[config.mk]
export PLATFORM = sky130hd
export DESIGN_NAME = periodic_gate_schedule_with_guard_band_core
export DESIGN_NICKNAME = d
export VERILOG_FILES = /design/src/rtl/core/pgs_pkg.sv /design/src/rtl/core/pgs_ctrl.sv /design/src/rtl/core/pgs_dp.sv /design/src/rtl/core/periodic_gate_schedule_with_guard_band_core.sv
export SDC_FILE = /design/constraint.sdc
export NUM_CORES = 2
export LEC_CHECK = 0
export BUFFER_PORTS_ARGS = -buffer_cell sky130_fd_sc_hd__buf_4
export CAP_MARGIN = 20
export CORE_MARGIN = 8
export CORE_UTILIZATION = 60
export DETAILED_ROUTE_END_ITERATION = 12
export PLACE_DENSITY = 0.77
export SYNTH_ARGS = -nofsm -noshare
export SYNTH_HDL_FRONTEND = slang
export SYNTH_SLANG_ARGS = --single-unit
[constraint.sdc]
create_clock -name clk -period 12.1 [get_ports clk]
set_input_delay 3.63 -clock clk [delete_from_list [all_inputs] [get_ports clk]]
set_output_delay 3.63 -clock clk [all_outputs]
set_load 0.02 [all_outputs]
[src/rtl/core/pgs_pkg.sv]
// shared types and constants of the periodic gate schedule block
package pgs_pkg;

	localparam int MAX_ENTRIES = 16;
	localparam int DUR_W = 32;
	localparam int IDX_W = $clog2(MAX_ENTRIES);
	localparam int CNT_W = 5;
	localparam int OFF_W = 40;
	localparam int SUM_W = DUR_W + IDX_W;
	localparam int LEN_W = 17;
	localparam int BITS_W = LEN_W + 1;
	localparam int TPB_W = 24;
	localparam int XB_W = 12;
	localparam int XT_W = 24;
	localparam int PROD_W = BITS_W + TPB_W;
	localparam int TX_W = PROD_W - 8 + 1;
	localparam int CFG_W = 40;
	localparam int CFG_IDX_W = 4;

	localparam logic [1:0] OP_TICK = 2'd0;
	localparam logic [1:0] OP_STATUS = 2'd1;
	localparam logic [1:0] OP_WRITE = 2'd2;
	localparam logic [1:0] OP_RESTART = 2'd3;

	localparam logic [1:0] ERR_NONE = 2'd0;
	localparam logic [1:0] ERR_COUNT = 2'd1;
	localparam logic [1:0] ERR_ZERO_DUR = 2'd2;

	localparam logic [CFG_IDX_W-1:0] REG_INIT_OPEN = 4'd0;
	localparam logic [CFG_IDX_W-1:0] REG_START_OFFSET = 4'd1;
	localparam logic [CFG_IDX_W-1:0] REG_ENTRY_COUNT = 4'd2;
	localparam logic [CFG_IDX_W-1:0] REG_GB_ENABLE = 4'd3;
	localparam logic [CFG_IDX_W-1:0] REG_RATE_KNOWN = 4'd4;
	localparam logic [CFG_IDX_W-1:0] REG_TPB = 4'd5;
	localparam logic [CFG_IDX_W-1:0] REG_EXTRA_BITS = 4'd6;
	localparam logic [CFG_IDX_W-1:0] REG_EXTRA_TICKS = 4'd7;

	typedef struct packed {
		logic [1:0] operation;
		logic packet_present;
		logic [LEN_W-1:0] packet_length;
		logic [3:0] entry_index;
		logic [DUR_W-1:0] entry_duration;
	} pgs_in_t;

	typedef struct packed {
		logic gate_open;
		logic can_pass;
		logic in_guard_band;
		logic guard_band_changed;
		logic [31:0] time_to_change;
		logic [1:0] error_code;
	} pgs_out_t;

	typedef struct packed {
		logic accept;
		logic exec;
		logic sum_step;
		logic div_step;
		logic walk_step;
		logic load;
		logic mul;
		logic fit;
	} pgs_cmd_t;

	typedef struct packed {
		logic restart_run;
		logic sum_last;
		logic div_last;
		logic walk_go;
	} pgs_stat_t;

endpackage

[src/rtl/core/pgs_ctrl.sv]
// controller state machine sequencing one item through the datapath
module pgs_ctrl (
	input  logic clk,
	input  logic arst_n,
	input  logic in_valid,
	output logic in_ready,
	output logic out_valid,
	input  logic out_ready,
	input  pgs_pkg::pgs_stat_t st,
	output pgs_pkg::pgs_cmd_t cmd
);

	typedef enum logic [2:0] {
		S_IDLE, S_EXEC, S_SUM, S_DIV, S_WALK, S_MUL, S_FIT
	} state_t;

	state_t state_q;
	logic slot_free;

	assign in_ready = (state_q == S_IDLE);
	assign slot_free = !out_valid || out_ready;

	always_comb begin
		cmd = '0;
		case (state_q)
			S_IDLE: cmd.accept = in_valid;
			S_EXEC: cmd.exec = 1'b1;
			S_SUM: cmd.sum_step = 1'b1;
			S_DIV: cmd.div_step = 1'b1;
			S_WALK: begin
				cmd.walk_step = st.walk_go;
				cmd.load = !st.walk_go;
			end
			S_MUL: cmd.mul = 1'b1;
			S_FIT: cmd.fit = slot_free;
			default: cmd = '0;
		endcase
	end

	always_ff @(posedge clk or negedge arst_n) begin
		if (!arst_n) begin
			state_q <= S_IDLE;
			out_valid <= 1'b0;
		end else begin
			if (out_valid && out_ready)
				out_valid <= 1'b0;
			case (state_q)
				S_IDLE: if (in_valid) state_q <= S_EXEC;
				S_EXEC: state_q <= st.restart_run ? S_SUM : S_MUL;
				S_SUM: if (st.sum_last) state_q <= S_DIV;
				S_DIV: if (st.div_last) state_q <= S_WALK;
				S_WALK: if (!st.walk_go) state_q <= S_MUL;
				S_MUL: state_q <= S_FIT;
				S_FIT: begin
					if (slot_free) begin
						out_valid <= 1'b1;
						state_q <= S_IDLE;
					end
				end
				default: state_q <= S_IDLE;
			endcase
		end
	end

endmodule

[src/rtl/core/pgs_dp.sv]
// datapath: config registers, schedule table, countdown, restart divider and fit check
module pgs_dp (
	input  logic clk,
	input  logic arst_n,
	input  logic cfg_we,
	input  logic [pgs_pkg::CFG_IDX_W-1:0] cfg_index,
	input  logic [pgs_pkg::CFG_W-1:0] cfg_data,
	input  pgs_pkg::pgs_in_t in_data,
	input  pgs_pkg::pgs_cmd_t cmd,
	output pgs_pkg::pgs_stat_t st,
	output pgs_pkg::pgs_out_t out_data
);

	localparam int DW = pgs_pkg::DUR_W;
	localparam int SW = pgs_pkg::SUM_W;
	localparam int OW = pgs_pkg::OFF_W;
	localparam int CW = pgs_pkg::CNT_W;
	localparam int IW = pgs_pkg::IDX_W;

	// configuration
	logic init_open_q, gbe_q, rk_q;
	logic [OW-1:0] start_off_q;
	logic [CW-1:0] ent_cnt_q;
	logic [pgs_pkg::TPB_W-1:0] tpb_q;
	logic [pgs_pkg::XB_W-1:0] xbits_q;
	logic [pgs_pkg::XT_W-1:0] xticks_q;

	// schedule state
	pgs_pkg::pgs_in_t item_q;
	logic [DW-1:0] table_q [pgs_pkg::MAX_ENTRIES];
	logic open_q, guard_q, pend_q, run_q, upd_q;
	logic [DW-1:0] rem_q;
	logic [IW-1:0] next_q;
	logic [CW-1:0] act_q, idx_q;
	logic [pgs_pkg::LEN_W-1:0] pbits_q;
	logic [1:0] err_q;
	logic [SW-1:0] sum_q, divr_q;
	logic [OW-1:0] dvd_q;
	logic [5:0] bcnt_q;
	logic [pgs_pkg::PROD_W-1:0] prod_s1;

	logic [IW-1:0] rd_addr, next_adv;
	logic [DW-1:0] rd_dur;
	logic [CW-1:0] nxt_inc;
	logic cnt_ok, walk_go;
	logic [SW:0] trial;
	logic [pgs_pkg::BITS_W-1:0] bits;
	logic [pgs_pkg::TX_W-1:0] tx;
	logic fits, g_new, guard_nxt;

	assign rd_addr = cmd.sum_step ? idx_q[IW-1:0] : next_q;
	assign rd_dur = table_q[rd_addr];
	assign nxt_inc = CW'(next_q) + CW'(1);
	assign next_adv = (nxt_inc >= act_q) ? '0 : nxt_inc[IW-1:0];
	assign cnt_ok = !ent_cnt_q[0] && (ent_cnt_q <= CW'(pgs_pkg::MAX_ENTRIES));
	assign trial = {divr_q, dvd_q[OW-1]};
	assign walk_go = (idx_q < act_q) && (divr_q != '0) && (divr_q >= SW'(rd_dur));

	assign st.restart_run = (item_q.operation == pgs_pkg::OP_RESTART) && cnt_ok
		&& (ent_cnt_q != '0);
	assign st.sum_last = (idx_q == act_q - CW'(1));
	assign st.div_last = (bcnt_q == 6'(OW - 1));
	assign st.walk_go = walk_go;

	assign bits = pgs_pkg::BITS_W'(pbits_q) + pgs_pkg::BITS_W'(xbits_q);
	// transmit time rounded up to whole ticks
	assign tx = pgs_pkg::TX_W'((prod_s1 + pgs_pkg::PROD_W'(255)) >> 8)
		+ pgs_pkg::TX_W'(xticks_q);
	assign fits = open_q && pend_q
		&& (!rk_q || !gbe_q || !run_q || (tx <= pgs_pkg::TX_W'(rem_q)));
	assign g_new = open_q && pend_q && !fits;
	assign guard_nxt = upd_q ? g_new : guard_q;

	always_ff @(posedge clk) begin
		if (cmd.exec && item_q.operation == pgs_pkg::OP_WRITE
				&& item_q.entry_duration != '0)
			table_q[item_q.entry_index[IW-1:0]] <= item_q.entry_duration;
	end

	always_ff @(posedge clk or negedge arst_n) begin
		if (!arst_n) begin
			init_open_q <= 1'b0;
			start_off_q <= '0;
			ent_cnt_q <= '0;
			gbe_q <= 1'b0;
			rk_q <= 1'b0;
			tpb_q <= pgs_pkg::TPB_W'(256);
			xbits_q <= '0;
			xticks_q <= '0;
			open_q <= 1'b0;
			guard_q <= 1'b0;
			pend_q <= 1'b0;
			run_q <= 1'b0;
			upd_q <= 1'b0;
			rem_q <= '0;
			next_q <= '0;
			act_q <= '0;
			idx_q <= '0;
			pbits_q <= '0;
			err_q <= pgs_pkg::ERR_NONE;
			sum_q <= '0;
			divr_q <= '0;
			dvd_q <= '0;
			bcnt_q <= '0;
			prod_s1 <= '0;
			item_q <= '0;
			out_data <= '0;
		end else begin
			if (cfg_we) begin
				case (cfg_index)
					pgs_pkg::REG_INIT_OPEN: init_open_q <= cfg_data[0];
					pgs_pkg::REG_START_OFFSET: start_off_q <= cfg_data[OW-1:0];
					pgs_pkg::REG_ENTRY_COUNT: ent_cnt_q <= cfg_data[CW-1:0];
					pgs_pkg::REG_GB_ENABLE: gbe_q <= cfg_data[0];
					pgs_pkg::REG_RATE_KNOWN: rk_q <= cfg_data[0];
					pgs_pkg::REG_TPB: tpb_q <= cfg_data[pgs_pkg::TPB_W-1:0];
					pgs_pkg::REG_EXTRA_BITS: xbits_q <= cfg_data[pgs_pkg::XB_W-1:0];
					pgs_pkg::REG_EXTRA_TICKS: xticks_q <= cfg_data[pgs_pkg::XT_W-1:0];
					default: ;
				endcase
			end
			if (cmd.accept)
				item_q <= in_data;
			if (cmd.exec) begin
				err_q <= pgs_pkg::ERR_NONE;
				upd_q <= 1'b0;
				case (item_q.operation)
					pgs_pkg::OP_TICK: begin
						if (run_q) begin
							if (rem_q <= DW'(1)) begin
								open_q <= !open_q;
								rem_q <= rd_dur;
								next_q <= next_adv;
								upd_q <= 1'b1;
							end else begin
								rem_q <= rem_q - DW'(1);
							end
						end
					end
					pgs_pkg::OP_STATUS: begin
						pend_q <= item_q.packet_present;
						pbits_q <= item_q.packet_length;
						upd_q <= 1'b1;
					end
					pgs_pkg::OP_WRITE: begin
						if (item_q.entry_duration == '0)
							err_q <= pgs_pkg::ERR_ZERO_DUR;
					end
					pgs_pkg::OP_RESTART: begin
						if (!cnt_ok) begin
							err_q <= pgs_pkg::ERR_COUNT;
						end else begin
							open_q <= init_open_q;
							next_q <= '0;
							act_q <= ent_cnt_q;
							upd_q <= 1'b1;
							sum_q <= '0;
							idx_q <= '0;
							if (ent_cnt_q == '0) begin
								run_q <= 1'b0;
								rem_q <= '0;
							end
						end
					end
					default: ;
				endcase
			end
			if (cmd.sum_step) begin
				sum_q <= sum_q + SW'(rd_dur);
				idx_q <= idx_q + CW'(1);
				if (st.sum_last) begin
					divr_q <= '0;
					dvd_q <= start_off_q;
					bcnt_q <= '0;
				end
			end
			// restoring remainder, one dividend bit per cycle
			if (cmd.div_step) begin
				divr_q <= (trial >= {1'b0, sum_q}) ? SW'(trial - {1'b0, sum_q}) : SW'(trial);
				dvd_q <= dvd_q << 1;
				bcnt_q <= bcnt_q + 6'd1;
				if (st.div_last)
					idx_q <= '0;
			end
			if (cmd.walk_step) begin
				open_q <= !open_q;
				divr_q <= divr_q - SW'(rd_dur);
				next_q <= next_adv;
				idx_q <= idx_q + CW'(1);
			end
			if (cmd.load) begin
				rem_q <= (SW'(rd_dur) >= divr_q) ? rd_dur - divr_q[DW-1:0] : '0;
				next_q <= next_adv;
				run_q <= 1'b1;
			end
			if (cmd.mul)
				prod_s1 <= pgs_pkg::PROD_W'(bits) * pgs_pkg::PROD_W'(tpb_q);
			if (cmd.fit) begin
				guard_q <= guard_nxt;
				out_data.gate_open <= open_q;
				out_data.can_pass <= fits;
				out_data.in_guard_band <= guard_nxt;
				out_data.guard_band_changed <= upd_q && (g_new != guard_q);
				out_data.time_to_change <= run_q ? rem_q : '0;
				out_data.error_code <= err_q;
			end
		end
	end

endmodule

[src/rtl/core/periodic_gate_schedule_with_guard_band_core.sv]
// Periodic gate with guard band: a tick, packet status or table write item passes the
// states accept, execute, transmit-time multiply and fit check, in that order.
// A restart that starts a schedule of N entries adds, between execute and multiply, the
// table summing, the bit-serial modulo of the start offset by the cycle total, and the
// walking of whole entries and loading of the remainder (the remainder is below the
// total, so at most N - 1 entries are walked); summing, walking and loading share one
// table read port. One result beat is produced per input beat; the fit check waits while
// a stalled result is held, and the next item is taken while the result waits in the output register.
module periodic_gate_schedule_with_guard_band_core (
	input  logic clk,
	input  logic arst_n,
	input  logic in_valid,
	output logic in_ready,
	input  pgs_pkg::pgs_in_t in_data,
	output logic out_valid,
	input  logic out_ready,
	output pgs_pkg::pgs_out_t out_data,
	input  logic cfg_we,
	input  logic [pgs_pkg::CFG_IDX_W-1:0] cfg_index,
	input  logic [pgs_pkg::CFG_W-1:0] cfg_data
);

	pgs_pkg::pgs_cmd_t cmd;
	pgs_pkg::pgs_stat_t st;

	pgs_ctrl u_ctrl (
		.clk(clk),
		.arst_n(arst_n),
		.in_valid(in_valid),
		.in_ready(in_ready),
		.out_valid(out_valid),
		.out_ready(out_ready),
		.st(st),
		.cmd(cmd)
	);

	pgs_dp u_dp (
		.clk(clk),
		.arst_n(arst_n),
		.cfg_we(cfg_we),
		.cfg_index(cfg_index),
		.cfg_data(cfg_data),
		.in_data(in_data),
		.cmd(cmd),
		.st(st),
		.out_data(out_data)
	);

endmodule

# After elaboration in Yosys (flattened, before gate mapping)
# Memories as Yosys holds them, arrays and structs flattened.
# Index checks and enable logic that the tools add are counted.
# Widths: inputs -> output; s select.
[word_totals]
ff_bits = 435
ram_bits = 512
input_bits = 105
out_inout_bits = 40
word_cells = 236
mem_count = 1
[mem_list]
columns = ["name", "depth", "width", "rd", "rd_ports_with_merged_regs", "wr", "line", "source"]
rows = [
  ["u_dp.table_q", 16, 32, 1, 0, 1, "pgs_dp.sv:30", "logic [DW-1:0] table_q [pgs_pkg::MAX_ENTRIES];"],
]
[classes]
add_sub_neg = 12
multipliers = 1
n_lt_le_gt_ge = 8
eq_ne = 33
n_mux = 78
n_reduce_logical = 67
[op_table]
columns = ["operator", "n"]
rows = [
  ["$mux 36", 9],
  ["$mux 32", 8],
  ["$mux 40", 3],
  ["$pmux 32 s2", 1],
  ["$add 42x8->42 const B", 1],
  ["$mul 18x24->42", 1],
  ["$ge 37x36->1", 1],
  ["$add 36x32->36", 1],
  ["$ge 32x36->1", 1],
  ["$ge 36x32->1", 1],
  ["$reduce_bool 36->1", 1],
  ["$sub 36x32->36", 1],
  ["$sub 36x36->36", 1],
  ["$add 34x24->35", 1],
  ["$le 35x32->1", 1],
  ["$mux 5", 7],
  ["$le 32x1->1 const B", 1],
  ["$logic_not 32->1", 1],
  ["$mux 4", 8],
  ["$reduce_bool 32->1", 1],
  ["$sub 32x1->32 const B", 1],
  ["$sub 32x32->32", 1],
  ["$mux 1", 26],
  ["$reduce_and 2->1", 12],
  ["46 further kinds", 109],
]

# Depth between registers and ports, before layout
# An unclocked memory read counts as a cell.
[depth]
word_depth = 10
mapped_depth = 37
depth_no_buf = 35

# Hierarchy
# A second synthesis with hierarchy kept.
[hier_totals]
cells_unflattened = 5754
area_unflattened_um2 = 62957.9
[by_module_without_submodules]
columns = ["mod", "n_inst", "cells_each", "area_each_um2", "seq_area_each_um2"]
rows = [
  ["pgs_dp", 1, 5712, 62637.6, 26161.3],
  ["pgs_ctrl", 1, 42, 320.3, 100.1],
]

# Least setup slack after synthesis
# No wires, ideal clock.
[synth_path]
path_kind = "register to register"
from = "register u_dp.pbits_q[0] in the netlist's numbering"
to = "register u_dp.prod_s1[40] in the netlist's numbering"
setup_time_ns = 0.136
t_arrival_ns = 7.908
required_time_ns = 11.964
slack_ns = 4.056
path_stages_with_launch = 37
path_buffers = 1
synth_period_minus_slack_ns = 8.044
path_cell_list = "dfrtp_1 > ha_1 > inv_1 > fa_1 > nor2b_1 > o21ai_0 > a21boi_0 > o21ai_0 > a21boi_0 > o21ai_0 > a21oi_1 > nor2_1 > xnor2_1 > clkbuf_1 > nand2_1 > fa_1 > inv_1 > fa_1 > inv_1 > fa_1 > inv_1 > fa_1 > inv_1 > fa_1 > inv_1 > fa_1 > ha_1 > a21oi_1 > inv_1 > a211oi_1 > o211ai_1 > a31o_2 > a41oi_1 > a21oi_1 > a31oi_1 > xor2_1 > o21ai_0"
[synth_between]
elab_chain_cells = 2
[synth_rtl]
columns = ["element", "line", "source"]
rows = [
  ["start, declared", "pgs_dp.sv:35", "logic [pgs_pkg::LEN_W-1:0] pbits_q;"],
  ["start signal, assigned", "pgs_dp.sv:142", "pbits_q <= item_q.packet_length;"],
  ["$add 17x12->18", "pgs_dp.sv:65", "assign bits = pgs_pkg::BITS_W'(pbits_q) + pgs_pkg::BITS_W'(xbits_q);"],
  ["$mul 18x24->42", "pgs_dp.sv:197", "prod_s1 <= pgs_pkg::PROD_W'(bits) * pgs_pkg::PROD_W'(tpb_q);"],
  ["end signal, assigned", "pgs_dp.sv:197", ""],
  ["end, declared", "pgs_dp.sv:40", "logic [pgs_pkg::PROD_W-1:0] prod_s1;"],
]
# Every way passes these cells.
# A chain may end at the register's enable or synchronous reset.

# Final worst setup path
[layout_path]
from = "register u_dp.pbits_q[1] in the netlist's numbering"
to = "register u_dp.prod_s1[30] in the netlist's numbering"
# The elaborated chain is that of the path after synthesis.

==> flow_summary_export.csv <==
group,metric,value,unit
clock_tree,cts_tree,"yes",
floorplan,die_h,340,um
sta,drv_slew,0,
sta,fin_hold_ws,479,ps
floorplan,die-area,116000,um2
synthesis,async_reset_ff_share,45.9,%
clock_tree,numCtsBuffers,99,
clock_tree,cts_root_buf,"clkbuf_16",
synthesis,synthMostInstantiatedCell,"inv_1",
sta,slew_headroom,19.8,%
grt,grt_use_total,29.7,%
synthesis,synthCells,5725,
clock_tree,clk_pin_slew,70,ps
run,maxCapViolCount,0,
final_layout,areaGrowthSynthToFinish,9.97,%
synthesis,synth_area_leaders,"edfxtp_1, dfrtp_1, fa_1",
synthesis,yosysTopAreaCell,"edfxtp_1",
floorplan,die_x,340,um
synthesis,ys.flop_type,"edfxtp_1",
final_layout,drive_gt1_share,13.7,%
grt,grt_max_degree,154,
synthesis,synth_edf_count,512,
synthesis,netlist_area,63000,um2
detailed_routing,initialDrtViolationCount,4235,
detailed_routing,vias,45600,
setup_path,cp-start-kind,"flop",
floorplan,core,105000,um2
synthesis,syn_nets,6523,
sta,grt_setup_unrepaired,"no",
final_layout,fill_cells,7749,
sta,setup_violations,0,
clock_tree,cts_resized,0,
setup_path,cpMaxStageDelayCell,"a21oi_2",
place,numPortBuffers,144,
hold_path,min_path_type,"flop to flop",
setup_path,critPathCaptureType,"flop",
floorplan,rows,119,
grt,grt_pass1_vias,46100,
clock_tree,postCtsHoldBufs,0,
synthesis,avgSynthCellArea,11.0,um2
grt,grt_pass1_wl,268,mm
grt,antenna_found_initial,11,
sta,clock_skew,54.8,ps
detailed_routing,routedWlPerCell,24.0,um
clock_tree,cts_buffer_depth,3,
sta,tns,0,ps
detailed_routing,drt-total-wl,174,mm
sta,min_period,9550,ps
final_layout,finalCoreUtilization,66.2,%
synthesis,synthDistinctLibCells,101,
synthesis,synth_common_cells,"inv_1, nand2_1, edfxtp_1",
sta,fmax,105,MHz
synthesis,yosysTopAreaCellShare,24.4,%
place,place_congestion,0.955,
run_status,status,"completed",
detailed_routing,first_pass_iters,6,
synthesis,ys_ff_latch,947,
detailed_routing,ant_nets,0,
setup_path,cp_max_fo,14,
final_layout,fin_nets,6587,
place,place_hpwl,120,mm
setup_path,critPathArrivalTime,10120,ps
synthesis,yosysWarnings,0,
sta,tightest_slew,1170,ps
clock_tree,worstSkewPairLatency,710,ps
setup_path,max_stage_delay,750,ps
clock_tree,cts_setup_buffers,0,
setup_path,crit_buf_inv,6,
setup_path,cp_top_family,"compound AO/OA/AOI/OAI gates",
synthesis,ys_seq_area_share,41.7,%
floorplan,ios,145,
clock_tree,cts_max_level,3,
detailed_routing,viasPerCell,6.27,
sta,finalCritPeriodShare,78.9,%
clock_tree,clkSinkCount,947,
setup_path,worst-setup-path-type,"flop to flop",
sta,final_hold_viol_count,0,
grt,gr-total-overflow,0,
detailed_routing,post-route-drc-count,0,
setup_path,required,12670,ps
floorplan,initial_utilization,60.2,%
-- final timing paths --
check                      slack, ps  cells after the start            start               end
max reg2reg                     2550                     32  u_dp.pbits_q[1]  u_dp.prod_s1[30]
max                             2550                     32  u_dp.pbits_q[1]  u_dp.prod_s1[30]
min in group asynchronous       3020                      1           arst_n     u_dp.act_q[0]
min reg2reg                      480                      2    u_dp.err_q[0]  u_dp.out_data[0]
max in group asynchronous       6900                      3           arst_n     u_dp.tpb_q[6]
min                              480                      2    u_dp.err_q[0]  u_dp.out_data[0]
-- metrics by stage --
step	setup WS [ps]	instances	instance area [um2]
5_1_grt	1900	7267	69300
6_report	2550	7270	69300
2_1_floorplan	4060	5725	63000
3_3_place_gp	2900	7071	65700
3_5_place_dp	2680	7072	65700
4_1_cts	2610	7260	69200
-- layout by cell type, fill, tap and decap left out, types with 20 or more instances in the layout --
| cell | n |
|---|---|
| clkbuf_1 | 24 |
| nor2b_1 | 48 |
| a21o_1 | 112 |
| a21oi_1 | 215 |
| nor4_1 | 30 |
| a31oi_1 | 63 |
| ha_1 | 335 |
| and2_1 | 145 |
| a221oi_1 | 23 |
| clkbuf_16 | 100 |
| fa_1 | 358 |
| o221ai_1 | 24 |
| nand2_1 | 649 |
| clkbuf_8 | 20 |
| o31ai_1 | 45 |
| nor2_1 | 237 |
| nand3_1 | 99 |
| o21ai_0 | 199 |
| or3_1 | 20 |
| xor2_1 | 74 |
| mux4_2 | 128 |
| buf_4 | 230 |
| nand4_1 | 51 |
| mux2_2 | 181 |
| and3_1 | 36 |
| o21a_1 | 38 |
| nand2b_1 | 59 |
| xnor2_1 | 156 |
| edfxtp_1 | 512 |
| inv_1 | 662 |
| nor3_1 | 56 |
| a211oi_1 | 31 |
| o21bai_1 | 32 |
| dfrtp_1 | 434 |
| mux2i_1 | 109 |
-- tightest hold or removal path, stage by stage (launching register included) --
cell and delay, ps:
dfrtp_1 340, nand2_1 50, nand2_1 50
-- metal layers --
metal / GRT usage, % / part of all wire [%] / vias to the layer above / routed length [um]
met1: 40.1 / 40 / 22800 / 69300
li1: - / - / 20000 / -
met5: 0 / 0.015 / - / 27
met4: 11.4 / 4.0 / 4 / 6930
met3: 6.98 / 10 / 472 / 17900
met2: 46.7 / 46 / 2371 / 80200
-- registers in the layout (all words and copies together), names as in the netlist, 12 cells and up --
register / cells
u_dp.divr_q: 36
u_dp.dvd_q: 40
u_dp.item_q: 56
u_dp.out_data: 38
u_dp.pbits_q: 17
u_dp.prod_s1: 42
u_dp.rem_q: 32
u_dp.start_off_q: 40
u_dp.sum_q: 36
u_dp.table_q: 512
u_dp.tpb_q: 24
u_dp.xbits_q: 12
u_dp.xticks_q: 24
-- cells by family (layout without fill, tap and decap cells) --
logic type               Yosys count  in the layout  synth area share, %
XOR/XNOR                         242            242                 3.37
AND/OR/NAND/NOR                 1510           1510                 11.2
flip-flops                       947            947                 41.7
adder cells (fa/ha/maj)          694            694                 18.0
buffers and inverters            942           1093                 5.83
other                              0              3                    0
multiplexers                     422            422                 9.61
AO/OA/AOI/OAI                    968            968                 10.2
-- layout make-up --
| class | count | area (um2) | area share [%] |
|---|---|---|---|
| inverter | 663 | 2490 | 3.59 |
| timing repair buffer | 242 | 1930 | 2.79 |
| clock inverter | 44 | 564 | 0.815 |
| tap | 1391 | 1740 | 2.51 |
| clock buffer | 144 | 2870 | 4.14 |
| multi-input combinational | 3836 | 33400 | 48.2 |
| antenna | 3 | 7.51 | 0.0108 |
| sequential | 947 | 26300 | 37.9 |
Power is not shown: default switching activity piles up to over one toggle a cycle in this logic, so the estimate is an artifact.
